**src/sv/mfbp_pkg.sv**
```systemverilog
// Package with the constants and types of the MSB-first bit packer.
`timescale 1ns / 1ps

package mfbp_pkg;

  localparam int unsigned MaxBits   = 16;
  localparam int unsigned DataW     = 16;
  localparam int unsigned CountW    = 5;
  localparam int unsigned ByteW     = 8;
  localparam int unsigned FillW     = 3;
  localparam int unsigned InTdataW  = 24;
  localparam int unsigned AccW      = 24;
  localparam int unsigned QueueDepth = 4;
  localparam int unsigned QueuePtrW = 2;
  localparam int unsigned QueueCntW = 3;

  // Saturation limit of bit_count.
  localparam int unsigned CountLimit = (MaxBits < DataW) ? MaxBits : DataW;

  typedef enum logic {
    ReqAppend = 1'b0,
    ReqFinish = 1'b1
  } req_e;

  typedef struct packed {
    logic             last;
    logic [ByteW-1:0] data;
  } out_word_t;

endpackage

```
**src/sv/msb_first_bit_packer.sv**
```systemverilog
// MSB-first bit packer: packs appended bit runs into bytes and emits a trailer on finish.
//
//  channel  | dir | tdata                                | tuser      | tlast
//  s_axis   | in  | [15:0] data_bits, [20:16] bit_count  | req_type   | -
//  m_axis   | out | [7:0] out_byte                       | -          | is_last
//
// An input word is folded into the window in the cycle it is accepted; its 0 to 2
// bytes go into a four-entry output queue, and one byte leaves the queue per cycle while m_axis_tready is high.
// s_axis_tready is high while the queue holds at most two bytes, so input words are
// taken in every cycle as long as the output drains; a sustained run of two-byte words
// is limited by the single output port.
// Reset clears the window, the fill count and the queue. Output stalls only back up
// through the queue occupancy.
`timescale 1ns / 1ps

module msb_first_bit_packer (
  input  logic        clk_i,
  input  logic        rst_ni,
  input  logic        s_axis_tvalid,
  output logic        s_axis_tready,
  input  logic [23:0] s_axis_tdata,   // [15:0] data_bits, [20:16] bit_count, [23:21] zero
  input  logic        s_axis_tuser,   // [0] req_type
  output logic        m_axis_tvalid,
  input  logic        m_axis_tready,
  output logic [7:0]  m_axis_tdata,   // [7:0] out_byte
  output logic        m_axis_tlast
);

  logic [mfbp_pkg::ByteW-1:0]  window_q, window_d;
  logic [mfbp_pkg::FillW-1:0]  fill_q, fill_d;

  mfbp_pkg::out_word_t          queue_q [mfbp_pkg::QueueDepth];
  logic [mfbp_pkg::QueuePtrW-1:0] wr_ptr_q, rd_ptr_q;
  logic [mfbp_pkg::QueueCntW-1:0] cnt_q;

  logic                           s_accept, m_accept;
  mfbp_pkg::req_e                 req;
  logic [mfbp_pkg::DataW-1:0]     data_in, data_m;
  logic [mfbp_pkg::CountW-1:0]    cnt_in, cnt_sat, total, shamt;
  logic [31:0]                    mask_w;
  logic [39:0]                    shifted;
  logic [mfbp_pkg::AccW-1:0]      acc;
  logic [1:0]                     n_push;
  mfbp_pkg::out_word_t            push0, push1;

  assign s_accept = s_axis_tvalid && s_axis_tready;
  assign m_accept = m_axis_tvalid && m_axis_tready;

  assign req     = mfbp_pkg::req_e'(s_axis_tuser);
  assign data_in = s_axis_tdata[15:0];
  assign cnt_in  = s_axis_tdata[20:16];

  always_comb begin
    if (cnt_in > mfbp_pkg::CountW'(mfbp_pkg::CountLimit)) begin
      cnt_sat = mfbp_pkg::CountW'(mfbp_pkg::CountLimit);
    end else begin
      cnt_sat = cnt_in;
    end
  end

  // New bits go right below the bits already held; the window sits at the top of acc.
  assign mask_w  = ~(32'hFFFF_FFFF << cnt_sat);
  assign data_m  = data_in & mask_w[mfbp_pkg::DataW-1:0];
  assign total   = {2'b00, fill_q} + cnt_sat;
  assign shamt   = 5'd24 - total;
  assign shifted = {24'd0, data_m} << shamt;
  assign acc     = shifted[mfbp_pkg::AccW-1:0] | {window_q, 16'd0};

  always_comb begin
    window_d = window_q;
    fill_d   = fill_q;
    n_push   = 2'd0;
    push0    = '{last: 1'b0, data: acc[23:16]};
    push1    = '{last: 1'b0, data: acc[15:8]};
    case (req)
      mfbp_pkg::ReqFinish: begin
        push0    = '{last: 1'b0, data: window_q};
        push1    = '{last: 1'b1, data: {5'd0, fill_q}};
        n_push   = 2'd2;
        window_d = '0;
        fill_d   = '0;
      end
      mfbp_pkg::ReqAppend: begin
        n_push = total[4:3];
        fill_d = total[2:0];
        case (total[4:3])
          2'd0:    window_d = acc[23:16];
          2'd1:    window_d = acc[15:8];
          default: window_d = acc[7:0];
        endcase
      end
      default: begin
        n_push = 2'd0;
      end
    endcase
  end

  assign s_axis_tready = (cnt_q <= mfbp_pkg::QueueCntW'(2));
  assign m_axis_tvalid = (cnt_q != '0);
  assign m_axis_tdata  = queue_q[rd_ptr_q].data;
  assign m_axis_tlast  = queue_q[rd_ptr_q].last;

  always_ff @(posedge clk_i or negedge rst_ni) begin
    if (!rst_ni) begin
      window_q <= '0;
      fill_q   <= '0;
      wr_ptr_q <= '0;
      rd_ptr_q <= '0;
      cnt_q    <= '0;
    end else begin
      if (s_accept) begin
        window_q <= window_d;
        fill_q   <= fill_d;
        wr_ptr_q <= wr_ptr_q + mfbp_pkg::QueuePtrW'(n_push);
      end
      if (m_accept) begin
        rd_ptr_q <= rd_ptr_q + mfbp_pkg::QueuePtrW'(1);
      end
      cnt_q <= cnt_q + (s_accept ? {1'b0, n_push} : '0)
                     - (m_accept ? mfbp_pkg::QueueCntW'(1) : '0);
    end
  end

  // Queue payload, no reset needed.
  always_ff @(posedge clk_i) begin
    if (s_accept && (n_push != 2'd0)) begin
      queue_q[wr_ptr_q] <= push0;
    end
    if (s_accept && (n_push == 2'd2)) begin
      queue_q[wr_ptr_q + mfbp_pkg::QueuePtrW'(1)] <= push1;
    end
  end

`ifndef SYNTHESIS
  a_queue_bound: assert property (@(posedge clk_i) disable iff (!rst_ni)
    cnt_q <= mfbp_pkg::QueueCntW'(mfbp_pkg::QueueDepth))
    else $error("output queue overflow");

  a_finish_clears: assert property (@(posedge clk_i) disable iff (!rst_ni)
    (s_accept && (req == mfbp_pkg::ReqFinish)) |=> (fill_q == '0 && window_q == '0))
    else $error("finish did not empty the window");

  a_window_clean: assert property (@(posedge clk_i) disable iff (!rst_ni)
    (window_q & (8'hFF >> fill_q)) == 8'h00)
    else $error("window holds bits below the fill point");

  a_trailer_range: assert property (@(posedge clk_i) disable iff (!rst_ni)
    (m_axis_tvalid && m_axis_tlast) |-> (m_axis_tdata[7:3] == 5'd0))
    else $error("trailer count out of range");
`endif

endmodule
```
**config.mk**
```make
export PLATFORM = sky130hd
export DESIGN_NAME = msb_first_bit_packer
export DESIGN_NICKNAME = d
export VERILOG_FILES = /design/src/sv/mfbp_pkg.sv /design/src/sv/msb_first_bit_packer.sv
export SDC_FILE = /design/constraint.sdc
export NUM_CORES = 1
export LEC_CHECK = 0
export BUFFER_PORTS_ARGS = -buffer_cell sky130_fd_sc_hd__buf_2
export CAP_MARGIN = 5
export CORE_MARGIN = 2
export CORE_UTILIZATION = 50
export CTS_BUF_LIST = sky130_fd_sc_hd__clkbuf_4
export DETAILED_ROUTE_END_ITERATION = 8
export PLACE_DENSITY = 0.69
export SKIP_LAST_GASP = 1
export SLEW_MARGIN = 10
export SYNTH_ARGS = -nofsm -noshare
export SYNTH_HDL_FRONTEND = slang
export SYNTH_SLANG_ARGS = --single-unit
```
**constraint.sdc**
```tcl
create_clock -name clk_i -period 4.5 [get_ports clk_i]
set_input_delay 0.9 -clock clk_i [delete_from_list [all_inputs] [get_ports clk_i]]
set_output_delay 0.9 -clock clk_i [all_outputs]
set_load 0.03 [all_outputs]
```
; ---- Word level (Yosys, flattened, before mapping)
; Memories as Yosys holds them, arrays and structs flattened.
; Cells that the tools add are included.
[classes]
div_mod_pow = 0
n_addsub = 7
order_cmp = 2
n_eq_ne = 2
n_bitwise = 4
reduce_logical = 7
mux = 13
n_shift = 2
n_mul = 0
[op_table]
columns = op, count
row1 = $pmux 8 s2, 2
row2 = $shl 32x5->16 const A, 1
row3 = $or 24x24->24, 1
row4 = $shl 16x5->24, 1
row5 = $and 16x16->16, 1
row6 = $not 16->16, 1
row7 = $mux 9, 1
row8 = $mux 8, 1
row9 = $pmux 3 s2, 1
row10 = $add 3x5->5, 1
row11 = $gt 5x5->1 const B, 1
row12 = $mux 1, 5
row13 = $mux 5, 1
row14 = $sub 5x5->5 const A, 1
row15 = $add 2x1->2 const B, 2
row16 = $logic_and 1x1->1, 4
row17 = $pmux 2 s2, 1
row18 = $add 3x2->3, 1
row19 = $le 3x2->1 const B, 1
row20 = $reduce_bool 3->1, 1
row21 = $sub 3x1->3, 1
row22 = $add 2x2->2, 1
row23 = $eq 2x1->1 const B, 1
row24 = $eq 2x2->1 const B, 1
row25 = other kinds (4), 4
[totals]
mem_bits_ro = 0
elab_cells = 43
ram_bits = 36
memories = 1
output_inout_bits = 11
input_bits = 29
register_bits = 18
latchBits = 0
[memory_table]
columns = memory, words, width, rd, rd_ports_with_merged_regs, wr, line
row1 = queue_q, 4, 9, 1, 0, 2, msb_first_bit_packer.sv:32  ; mfbp_pkg::out_word_t queue_q [mfbp_pkg::QueueDepth];

; ---- Depth between registers and ports, before layout
; Gate-level depths: netlist of run 1.
[logic_depth]
ltp_word = 9
depth_mapped = 17
mapped_depth_nobuf = 13

; ---- Worst setup path after synthesis of run 1
; OpenSTA, ideal clock, no wires.
[synth_path]
path_kind = input to register
from = input port s_axis_tdata[20]
to = memory queue_q[0][0] in the netlist's numbering, data pin
path_buffers = 3
t_arrival_ns = 3.890
stages = 14
setup_time_ns = 0.153
setup_slack_ns = 0.457
required_ns = 4.347
path_cell_list = buf_2 -> buf_2 -> nor2b_1 -> fa_1 -> inv_1 -> ha_1 -> buf_2 -> xnor3_2 -> or4_4 -> nor2_1 -> o31ai_1 -> a221oi_2 -> a21oi_1 -> mux2i_1
[synth_lines]
columns = element, line
row1 = start: declaration, msb_first_bit_packer.sv:21  ; input logic [23:0] s_axis_tdata,
row2 = end: declaration, msb_first_bit_packer.sv:32

==> reports/metrics.yaml, run 1 <==
global_route:
  met3_usage: 0.02089
  grt_pass1_vias: 3888
  overflow: 0
  antenna_found_initial: 0
  grt_start_max_net_pins: 21
  grt_util_all_layers: 0.2538
  grtUsageMet2: 0.4290
  grt_use_met1: 0.3380
  grt_pass1_wl_um: 20180
  busiest_layer: "met2"
timing:
  period_share: 0.8955
  setup_violations: 0
  fin_tns_setup_ns: 0
  worst_pin_slew_ns: 0.8861
  min_period_ns: 4.030
  timing_hold_violations_final: 0
  maxSlewViolCount: 0
  timing.fmax_mhz: 248.2
  skew_ns: 0.01365
  slew_headroom: 0.4061
  rsz0062_at_grt: "false"
die:
  design.die.area_um2: 10070
  io_pins: 40
  initial_core_util: 0.5096
  fp.dieH_um: 100.4
  fp-row-count: 35
  core_area_um2: 9109
  die_x_um: 100.4
route:
  drc: 0
  dr.pass1.iters: 5
  wl_um: 12360
  ant_nets: 0
  num_vias: 4059
  vias_per_cell: 6.443
  drt_iter0_markers: 287
  wire_per_inst_um: 19.61
power:
  clockPowerShare: 0.049
  power.leakage_nw: 2.020
  pwr-share-comb: 0.742
  swShare: 0.5141
  pwr_density_cell_nw_per_um2: 858.4
  ir_drop_v: 0.0004059
  p_sw_mw: 2.247
  intPower_mw: 2.124
  p_seq_frac: 0.210
worst_setup_path:
  required_ns: 4.70
  crit_fanout: 10
  arrival_ns: 4.23
  cp-start-kind: "input port"
  critPathKind: "in2reg"
  endpoint_kind: "flip-flop"
yosys:
  syn_avg_cell_area_um2: 9.711
  yosys_register_bits: 54
  synth_top_cell_area_share: 0.2329
  synthFlopType: "edfxtp_1"
  yosysWarnings: 0
  yosys.cell_types.count: 79
  synth_top_area_cell: "edfxtp_1"
  ys_seq_area_frac: 0.3299
  async_flop_share: 0.3333
  netlist_area_um2: 4642
  synth_area_leaders: "edfxtp_1 23%, dfrtp_1 9.7%, mux2i_1 9.3%, mux4_2 7.8%, nand2_1 3.5%"
  syn_nets: 516
  synth-edff-count: 36
  synth_common_cells: "43 x mux2i_1, 43 x nand2_1, 38 x nor2_1"
  synthCells: 478
clocking:
  path_clk_slew_ns: 0.15
  clk_latency_ns: 0.36
  htree_levels: 2
  cts_resized: 0
  cts_tree: "done"
  cts_root_buffer: "clkbuf_4"
  cts_setup_buffers: 0
  hold_buffers: 0
  cts.path.max_buffers: 2
  numCtsBuffers: 5
  clkSinkCount: 54
run:
  cap_violations: 0
finish:
  drive_above_1_share: 0.2274
  synthToLayoutAreaGrowth_pct: 9.703
  nNetsFinal: 556
  utilization: 0.5591
  antenna_cells: 0
run_status:
  status: "finished clean"
placed_design:
  portBuffers: 36
  place_congestion: 0.9946
  dp_hpwl_um: 9752
worst_hold_path:
  min_path_type: "in2async"
## power groups by stage
stage               combinational (mW)  sequential [mW]  clock [mW]
floorplan                         2.42            0.841           0
global placement                  3.12            0.923           0
detailed placement                3.18            0.931           0
CTS                               3.20            0.920       0.215
global route                      3.52            0.947       0.232
finish                            3.24            0.916       0.212
## area by class of cell
class / instances / area (um^2)
Fill cell: 832 / 4016
Multi-Input combinational cell: 377 / 2899
Sequential cell: 54 / 1531
Timing Repair Buffer: 67 / 412.9
Tap cell: 111 / 138.9
Inverter: 13 / 51.30
Clock buffer: 5 / 37.54
Clock inverter: 3 / 21.27
## critical path: stages
cell	delay, ns
buf_2	0.21
nor2b_4	0.06
and2_1	0.17
fa_1	0.42
inv_1	0.13
ha_1	0.31
xnor3_2	0.38
or4_4	0.56
nor2_1	0.19
o31ai_1	0.10
a221oi_2	0.38
a21oi_1	0.18
mux2i_1	0.23
## cell usage in the layout, fill, tap and decap left out, drive strengths merged, types with 6 or more instances in the layout
cell type and n:
a211oi 7, a21oi 29, a22oi 9, and2 8, buf 67, dfrtp 18
edfxtp 36, ha 7, inv 12, mux2 8, mux2i 43, mux4 16
nand2 43, nand3 11, nor2 40, nor2b 6, nor3 16, o211ai 7
o21ai 30, o22ai 8, o31ai 10, xnor2 10
## state kept, by name (all words and copies together) (netlist names)
signal    count
cnt_q         3
fill_q        3
queue_q      36
rd_ptr_q      2
window_q      8
wr_ptr_q      2
## path summary, 6_finish.rpt
| check | start | endpoint | slack, ns | cells after the start |
|---|---|---|---|---|
| worst max register to register | fill_q[0]$_DFFE_PN0P_ | queue_q[0][0]$_DFFE_PP_ | 0.87 | 11 |
| worst min-delay path | rst_ni | cnt_q[0]$_DFF_PN0_ | 0.45 | 1 |
| min in group clk_i | cnt_q[2]$_DFF_PN0_ | cnt_q[2]$_DFF_PN0_ | 0.53 | 1 |
| worst max-delay path | s_axis_tdata[20] | queue_q[0][0]$_DFFE_PP_ | 0.47 | 13 |
| max in group asynchronous | rst_ni | window_q[7]$_DFFE_PN0P_ | 3.75 | 1 |
| worst min register to register | cnt_q[2]$_DFF_PN0_ | cnt_q[2]$_DFF_PN0_ | 0.53 | 1 |
## cell families (layout without fill, tap and decap cells)
family | count (synthesis) | in the layout | share of synthesized area
AO/OA/AOI/OAI | 149 | 149 | 0.2280
XOR/XNOR | 13 | 13 | 0.03747
adder cells (fa/ha/maj) | 9 | 9 | 0.02749
buffers and inverters | 47 | 88 | 0.04555
flip-flops | 54 | 54 | 0.3299
multiplexers | 67 | 67 | 0.1898
AND/OR/NAND/NOR | 139 | 139 | 0.1418
## through the flow
stage / hold slack [ns] / power [mW] / area [um^2] / instances / setup slack, ns
floorplan: 0.4594 / 3.263 / 4642 / 478 / 0.4567
global placement: 0.4752 / 4.039 / 5034 / 622 / 0.2541
detailed placement: 0.5122 / 4.113 / 5034 / 622 / 0.1406
CTS: 0.4537 / 4.333 / 5092 / 630 / 0.4911
global route: 0.4651 / 4.693 / 5092 / 630 / 0.2124
finish: 0.4517 / 4.371 / 5092 / 630 / 0.4704
## per-layer routing
| metal | share of wire | vias up |
|---|---|---|
| met3 | 0.045 | 31 |
| met4 | 0.040 | 0 |
| met2 | 0.48 | 144 |
| li1 | - | 1922 |
| met5 | 0 | - |
| met1 | 0.43 | 1962 |
Note: power is estimated with default switching activity, not from simulation.
==> run 2, diff against run 1 <==
Clock period 4.5 ns to 4.32 ns, I/O delays scaled along.
==> reports/metrics.yaml, run 2 (synthesized netlist as in run 1, its figures left out) <==
run_status:
  status: "finished clean"
global_route:
  overflow: 0
  grt_util_all_layers: 0.2641
  grt_start_max_net_pins: 21
  grt_pass1_vias: 3998
  grt_pass1_wl_um: 21020
  antenna_found_initial: 0
finish:
  largest_reg_flops: 36
  nNetsFinal: 557
  drive_above_1_share: 0.2288
  regMostFlops: "queue_q"
  final_area_um2: 5124
  utilization: 0.5625
  synthToLayoutAreaGrowth_pct: 10.38
  layout_common_cells: "43 x nand2_1, 43 x mux2i_1, 38 x nor2_1"
  antenna_cells: 0
  top_regs: "queue_q (36), window_q (8)"
die:
  initial_core_util: 0.5096
  design.die.area_um2: 10070
  io_pins: 40
  core_area_um2: 9109
  fp-row-count: 35
  die_x_um: 100.4
  fp.dieH_um: 100.4
timing:
  skew_ns: 0.01135
  min_period_ns: 3.910
  rsz0062_at_grt: "false"
  timing.fmax_mhz: 255.7
  slew_headroom: 0.3826
  worst_pin_slew_ns: 0.9242
  fin_tns_setup_ns: 0
  timing_hold_violations_final: 0
  setup_violations: 0
  maxSlewViolCount: 0
  period_share: 0.9052
clocking:
  htree_levels: 2
  path_clk_slew_ns: 0.15
  cts.path.max_buffers: 2
  cts_tree: "done"
  numCtsBuffers: 5
  cts_resized: 0
  clk_latency_ns: 0.36
  cts_setup_buffers: 0
  hold_buffers: 0
  clkSinkCount: 54
  cts_root_buffer: "clkbuf_4"
worst_setup_path:
  endpoint_kind: "flip-flop"
  cp-start-kind: "input port"
  critPathSlowestCell: "mux4_2"
  crit_chain: "buf_2 -> nor2b_4 -> and2_1 -> fa_1 -> inv_1 -> ha_1 -> xnor3_2 -> nand3_1 -> o21ai_0 -> mux4_2 -> nor2_1 -> a2111oi_0 -> a21oi_1 -> mux2i_1"
  critPathMaxStageDelay_ns: 0.50
  crit_fanout: 14
  crit_buf_inv: 2
  required_ns: 4.42
  critPathKind: "in2reg"
  arrival_ns: 4.01
  crit_family: "adder cells"
placed_design:
  place_congestion: 0.9640
  portBuffers: 36
  place_area_um2: 5041
  dp_hpwl_um: 9972
power:
  clockPowerShare: 0.061
  ir_drop_v: 0.0004363
  power_mw: 4.631
  pwr-share-comb: 0.732
  intPower_mw: 2.272
  p_seq_frac: 0.206
  swShare: 0.5095
  power.leakage_nw: 2.035
  pwr_density_cell_nw_per_um2: 903.8
  p_sw_mw: 2.359
worst_hold_path:
  min_path_type: "in2async"
route:
  drt_iter0_markers: 219
  wire_per_inst_um: 20.03
  wl_um: 12640
  drc: 0
  num_vias: 4019
  ant_nets: 0
  dr.pass1.iters: 5
  vias_per_cell: 6.369
run:
  cap_violations: 0
[run 2: path summary, 6_finish.rpt]
| path | startpoint | to | slack (ns) | cells past startpoint |
|---|---|---|---|---|
| setup reg to reg | fill_q[0]$_DFFE_PN0P_ | queue_q[1][0]$_DFFE_PP_ | 0.71 | 12 |
| hold reg to reg | cnt_q[2]$_DFF_PN0_ | cnt_q[2]$_DFF_PN0_ | 0.51 | 1 |
| setup / recovery | s_axis_tdata[16] | queue_q[1][0]$_DFFE_PP_ | 0.41 | 14 |
| max in group asynchronous | rst_ni | window_q[6]$_DFFE_PN0P_ | 3.60 | 1 |
| min in group clk_i | cnt_q[2]$_DFF_PN0_ | cnt_q[2]$_DFF_PN0_ | 0.51 | 1 |
| hold / removal | rst_ni | cnt_q[0]$_DFF_PN0_ | 0.41 | 1 |
[run 2: final cells by class]
| class | count | area, um^2 |
|---|---|---|
| sequential | 54 | 1531 |
| timing repair buffer | 68 | 420.4 |
| inverter | 13 | 51.30 |
| tap | 111 | 138.9 |
| multi-input combinational | 377 | 2899 |
| fill | 824 | 3985 |
| clock buffer | 6 | 45.04 |
| clock inverter | 2 | 37.54 |
[run 2: worst reg2reg max path, cell delays in order, from the launching register on]
cell,delay (ns)
dfrtp_1,0.43
and2_1,0.16
fa_1,0.44
inv_1,0.14
ha_1,0.24
xnor3_2,0.42
nand3_1,0.17
o21ai_0,0.12
mux4_2,0.50
nor2_1,0.10
a2111oi_0,0.07
a21oi_1,0.41
mux2i_1,0.18
[run 2: stage by stage]
| stage | cells | hold WS [ns] | setup slack [ns] |
|---|---|---|---|
| after CTS | 631 | 0.4086 | 0.4673 |
| after global routing | 631 | 0.4163 | 0.1756 |
| final | 631 | 0.4102 | 0.4097 |
| after detailed placement | 623 | 0.4837 | 0.06421 |
| after global placement | 623 | 0.4785 | 0.1591 |
| after floorplan | 478 | 0.4594 | 0.3127 |
[run 2: layer usage]
metal / global-route usage / part of all wire / up-vias
met5: 0 / 0 / -
met4: 0.08219 / 0.024 / 0
met3: 0.02019 / 0.035 / 20
met2: 0.4688 / 0.50 / 120
met1: 0.3438 / 0.44 / 1953
li1: - / - / 1926
[run 2: power by group through the flow]
| stage | Sequential [mW] | Combinational [mW] | Clock (mW) |
|---|---|---|---|
| after floorplan | 0.876 | 2.52 | 0 |
| after global placement | 0.961 | 3.28 | 0 |
| after detailed placement | 0.969 | 3.34 | 0 |
| after CTS | 0.957 | 3.35 | 0.291 |
| after global routing | 0.984 | 3.71 | 0.308 |
| final | 0.955 | 3.39 | 0.284 |
==> run 3, diff against run 2 <==
Settings changed: PLACE_DENSITY 0.69 to 0.7.
==> reports/metrics.yaml, run 3 (synthesized netlist as in run 1, its figures left out) <==
die:
  io_pins: 40
  fp-row-count: 35
  die_x_um: 100.4
  core_area_um2: 9109
  design.die.area_um2: 10070
  initial_core_util: 0.5096
  fp.dieH_um: 100.4
worst_setup_path:
  critPathSlowestCell: "fa_1"
  endpoint_kind: "flip-flop"
  cp-start-kind: "input port"
  arrival_ns: 4.01
  cp_common_cell: "a21oi_1"
  required_ns: 4.43
  crit_fanout: 12
  crit_chain: "buf_2 -> nor2b_4 -> and2_1 -> fa_1 -> inv_1 -> ha_1 -> xnor3_2 -> a21oi_1 -> a21oi_1 -> mux2_2 -> a21oi_1 -> a211oi_2 -> mux2i_1 -> a22oi_1"
  critPathKind: "in2reg"
  critPathMaxStageDelay_ns: 0.42
global_route:
  grt_pass1_vias: 3895
  grt_util_all_layers: 0.2611
  antenna_found_initial: 0
  overflow: 0
  grt_pass1_wl_um: 20560
  grt_start_max_net_pins: 21
timing:
  maxSlewViolCount: 0
  worst_pin_slew_ns: 0.8827
  min_period_ns: 3.900
  timing_hold_violations_final: 0
  fin_tns_setup_ns: 0
  timing.fmax_mhz: 256.4
  period_share: 0.9027
  setup_violations: 0
  skew_ns: 0.008076
  slew_headroom: 0.4103
  rsz0062_at_grt: "false"
placed_design:
  place_congestion: 0.9599
  portBuffers: 36
  dp_hpwl_um: 9818
  place_inst: 622
finish:
  finalNonFillerCells: 630
  top_regs: "queue_q (36), window_q (8)"
  fillCellCount: 836
  nNetsFinal: 556
  drive_above_1_share: 0.2274
  synthToLayoutAreaGrowth_pct: 10.27
  antenna_cells: 0
  multiInputGateArea_um2: 2899
  regMostFlops: "queue_q"
  layout_common_cells: "43 x nand2_1, 43 x mux2i_1, 38 x nor2_1"
  largest_reg_flops: 36
  regArea_um2: 1531
power:
  power_mw: 4.628
  power.leakage_nw: 2.034
  ir_drop_v: 0.0004683
  pwr_density_cell_nw_per_um2: 904.1
run_status:
  status: "finished clean"
route:
  wire_per_inst_um: 19.87
  num_vias: 3987
  dr.pass1.iters: 5
  drc: 0
  vias_per_cell: 6.329
  wl_um: 12520
  ant_nets: 0
  drt_iter0_markers: 236
clocking:
  cts.path.max_buffers: 2
  clkSinkCount: 54
  cts_setup_buffers: 0
  numCtsBuffers: 5
  hold_buffers: 0
  cts_tree: "done"
  clk_latency_ns: 0.37
  cts_root_buffer: "clkbuf_4"
  cts_resized: 0
  htree_levels: 2
  path_clk_slew_ns: 0.16
worst_hold_path:
  min_path_type: "in2async"
run:
  cap_violations: 0
==> run 3: cell types whose count changed in the layout (fill, tap and decap cells not counted) <==
cell,previous run,this run
clkinvlp_4,1,0
clkinv_4,0,1
buf_4,32,31
inv_6,0,1
clkbuf_4,6,5
==> run 3: metal layers <==
layer | vias up | routed length [um] | track usage
met2 | 157 | 6081 | 0.4486
li1 | 1916 | - | -
met3 | 24 | 525 | 0.01950
met4 | 0 | 405 | 0.1043
met5 | - | 0 | 0
met1 | 1890 | 5503 | 0.3430
==> run 3: area by class of cell <==
class	instances	share of cell area
multi-input combinational	377	0.5664
clock inverter	3	0.009289
sequential	54	0.2992
clock buffer	5	0.007333
inverter	13	0.01002
timing repair buffer	67	0.08066
tap	111	0.02713
==> run 3: power breakdown <==
part           switching [mW]  internal, mW
logic                    2.04          1.34
registers               0.152         0.806
clock network           0.166         0.125
total                    2.36          2.27
==> run 3: final timing paths <==
path	slack [ns]	cells after the start	startpoint	endpoint
min in group clk_i	0.51	1	cnt_q[2]$_DFF_PN0_	cnt_q[2]$_DFF_PN0_
max in group asynchronous	3.62	1	rst_ni	window_q[1]$_DFFE_PN0P_
hold reg to reg	0.51	1	cnt_q[2]$_DFF_PN0_	cnt_q[2]$_DFF_PN0_
setup reg to reg	0.72	11	fill_q[1]$_DFFE_PN0P_	queue_q[0][2]$_DFFE_PP_
hold / removal	0.40	1	rst_ni	window_q[7]$_DFFE_PN0P_
setup / recovery	0.42	14	s_axis_tdata[16]	queue_q[0][2]$_DFFE_PP_
==> run 3: through the flow <==
step / utilization / hold WS (ns) / area, um^2 / worst slack, ns
floorplan: - / 0.4594 / 4642 / 0.3127
global placement: 0.5526 / 0.4744 / 5034 / 0.1287
detailed placement: 0.5526 / 0.4909 / 5034 / 0.09857
CTS: 0.5620 / 0.3941 / 5119 / 0.4965
global route: 0.5620 / 0.3992 / 5119 / 0.2480
finish: 0.5620 / 0.3975 / 5119 / 0.4202
==> run 3: worst max-delay path, delay by kind of cell <==
| kind | cells | cell delay (ns) |
|---|---|---|
| adder cells (fa/ha/maj) | 2 | 0.70 |
| buffers and inverters | 2 | 0.21 |
| XOR/XNOR | 1 | 0.42 |
| AO/OA/AOI/OAI | 5 | 0.86 |
| AND/OR/NAND/NOR | 2 | 0.28 |
| multiplexers | 2 | 0.66 |
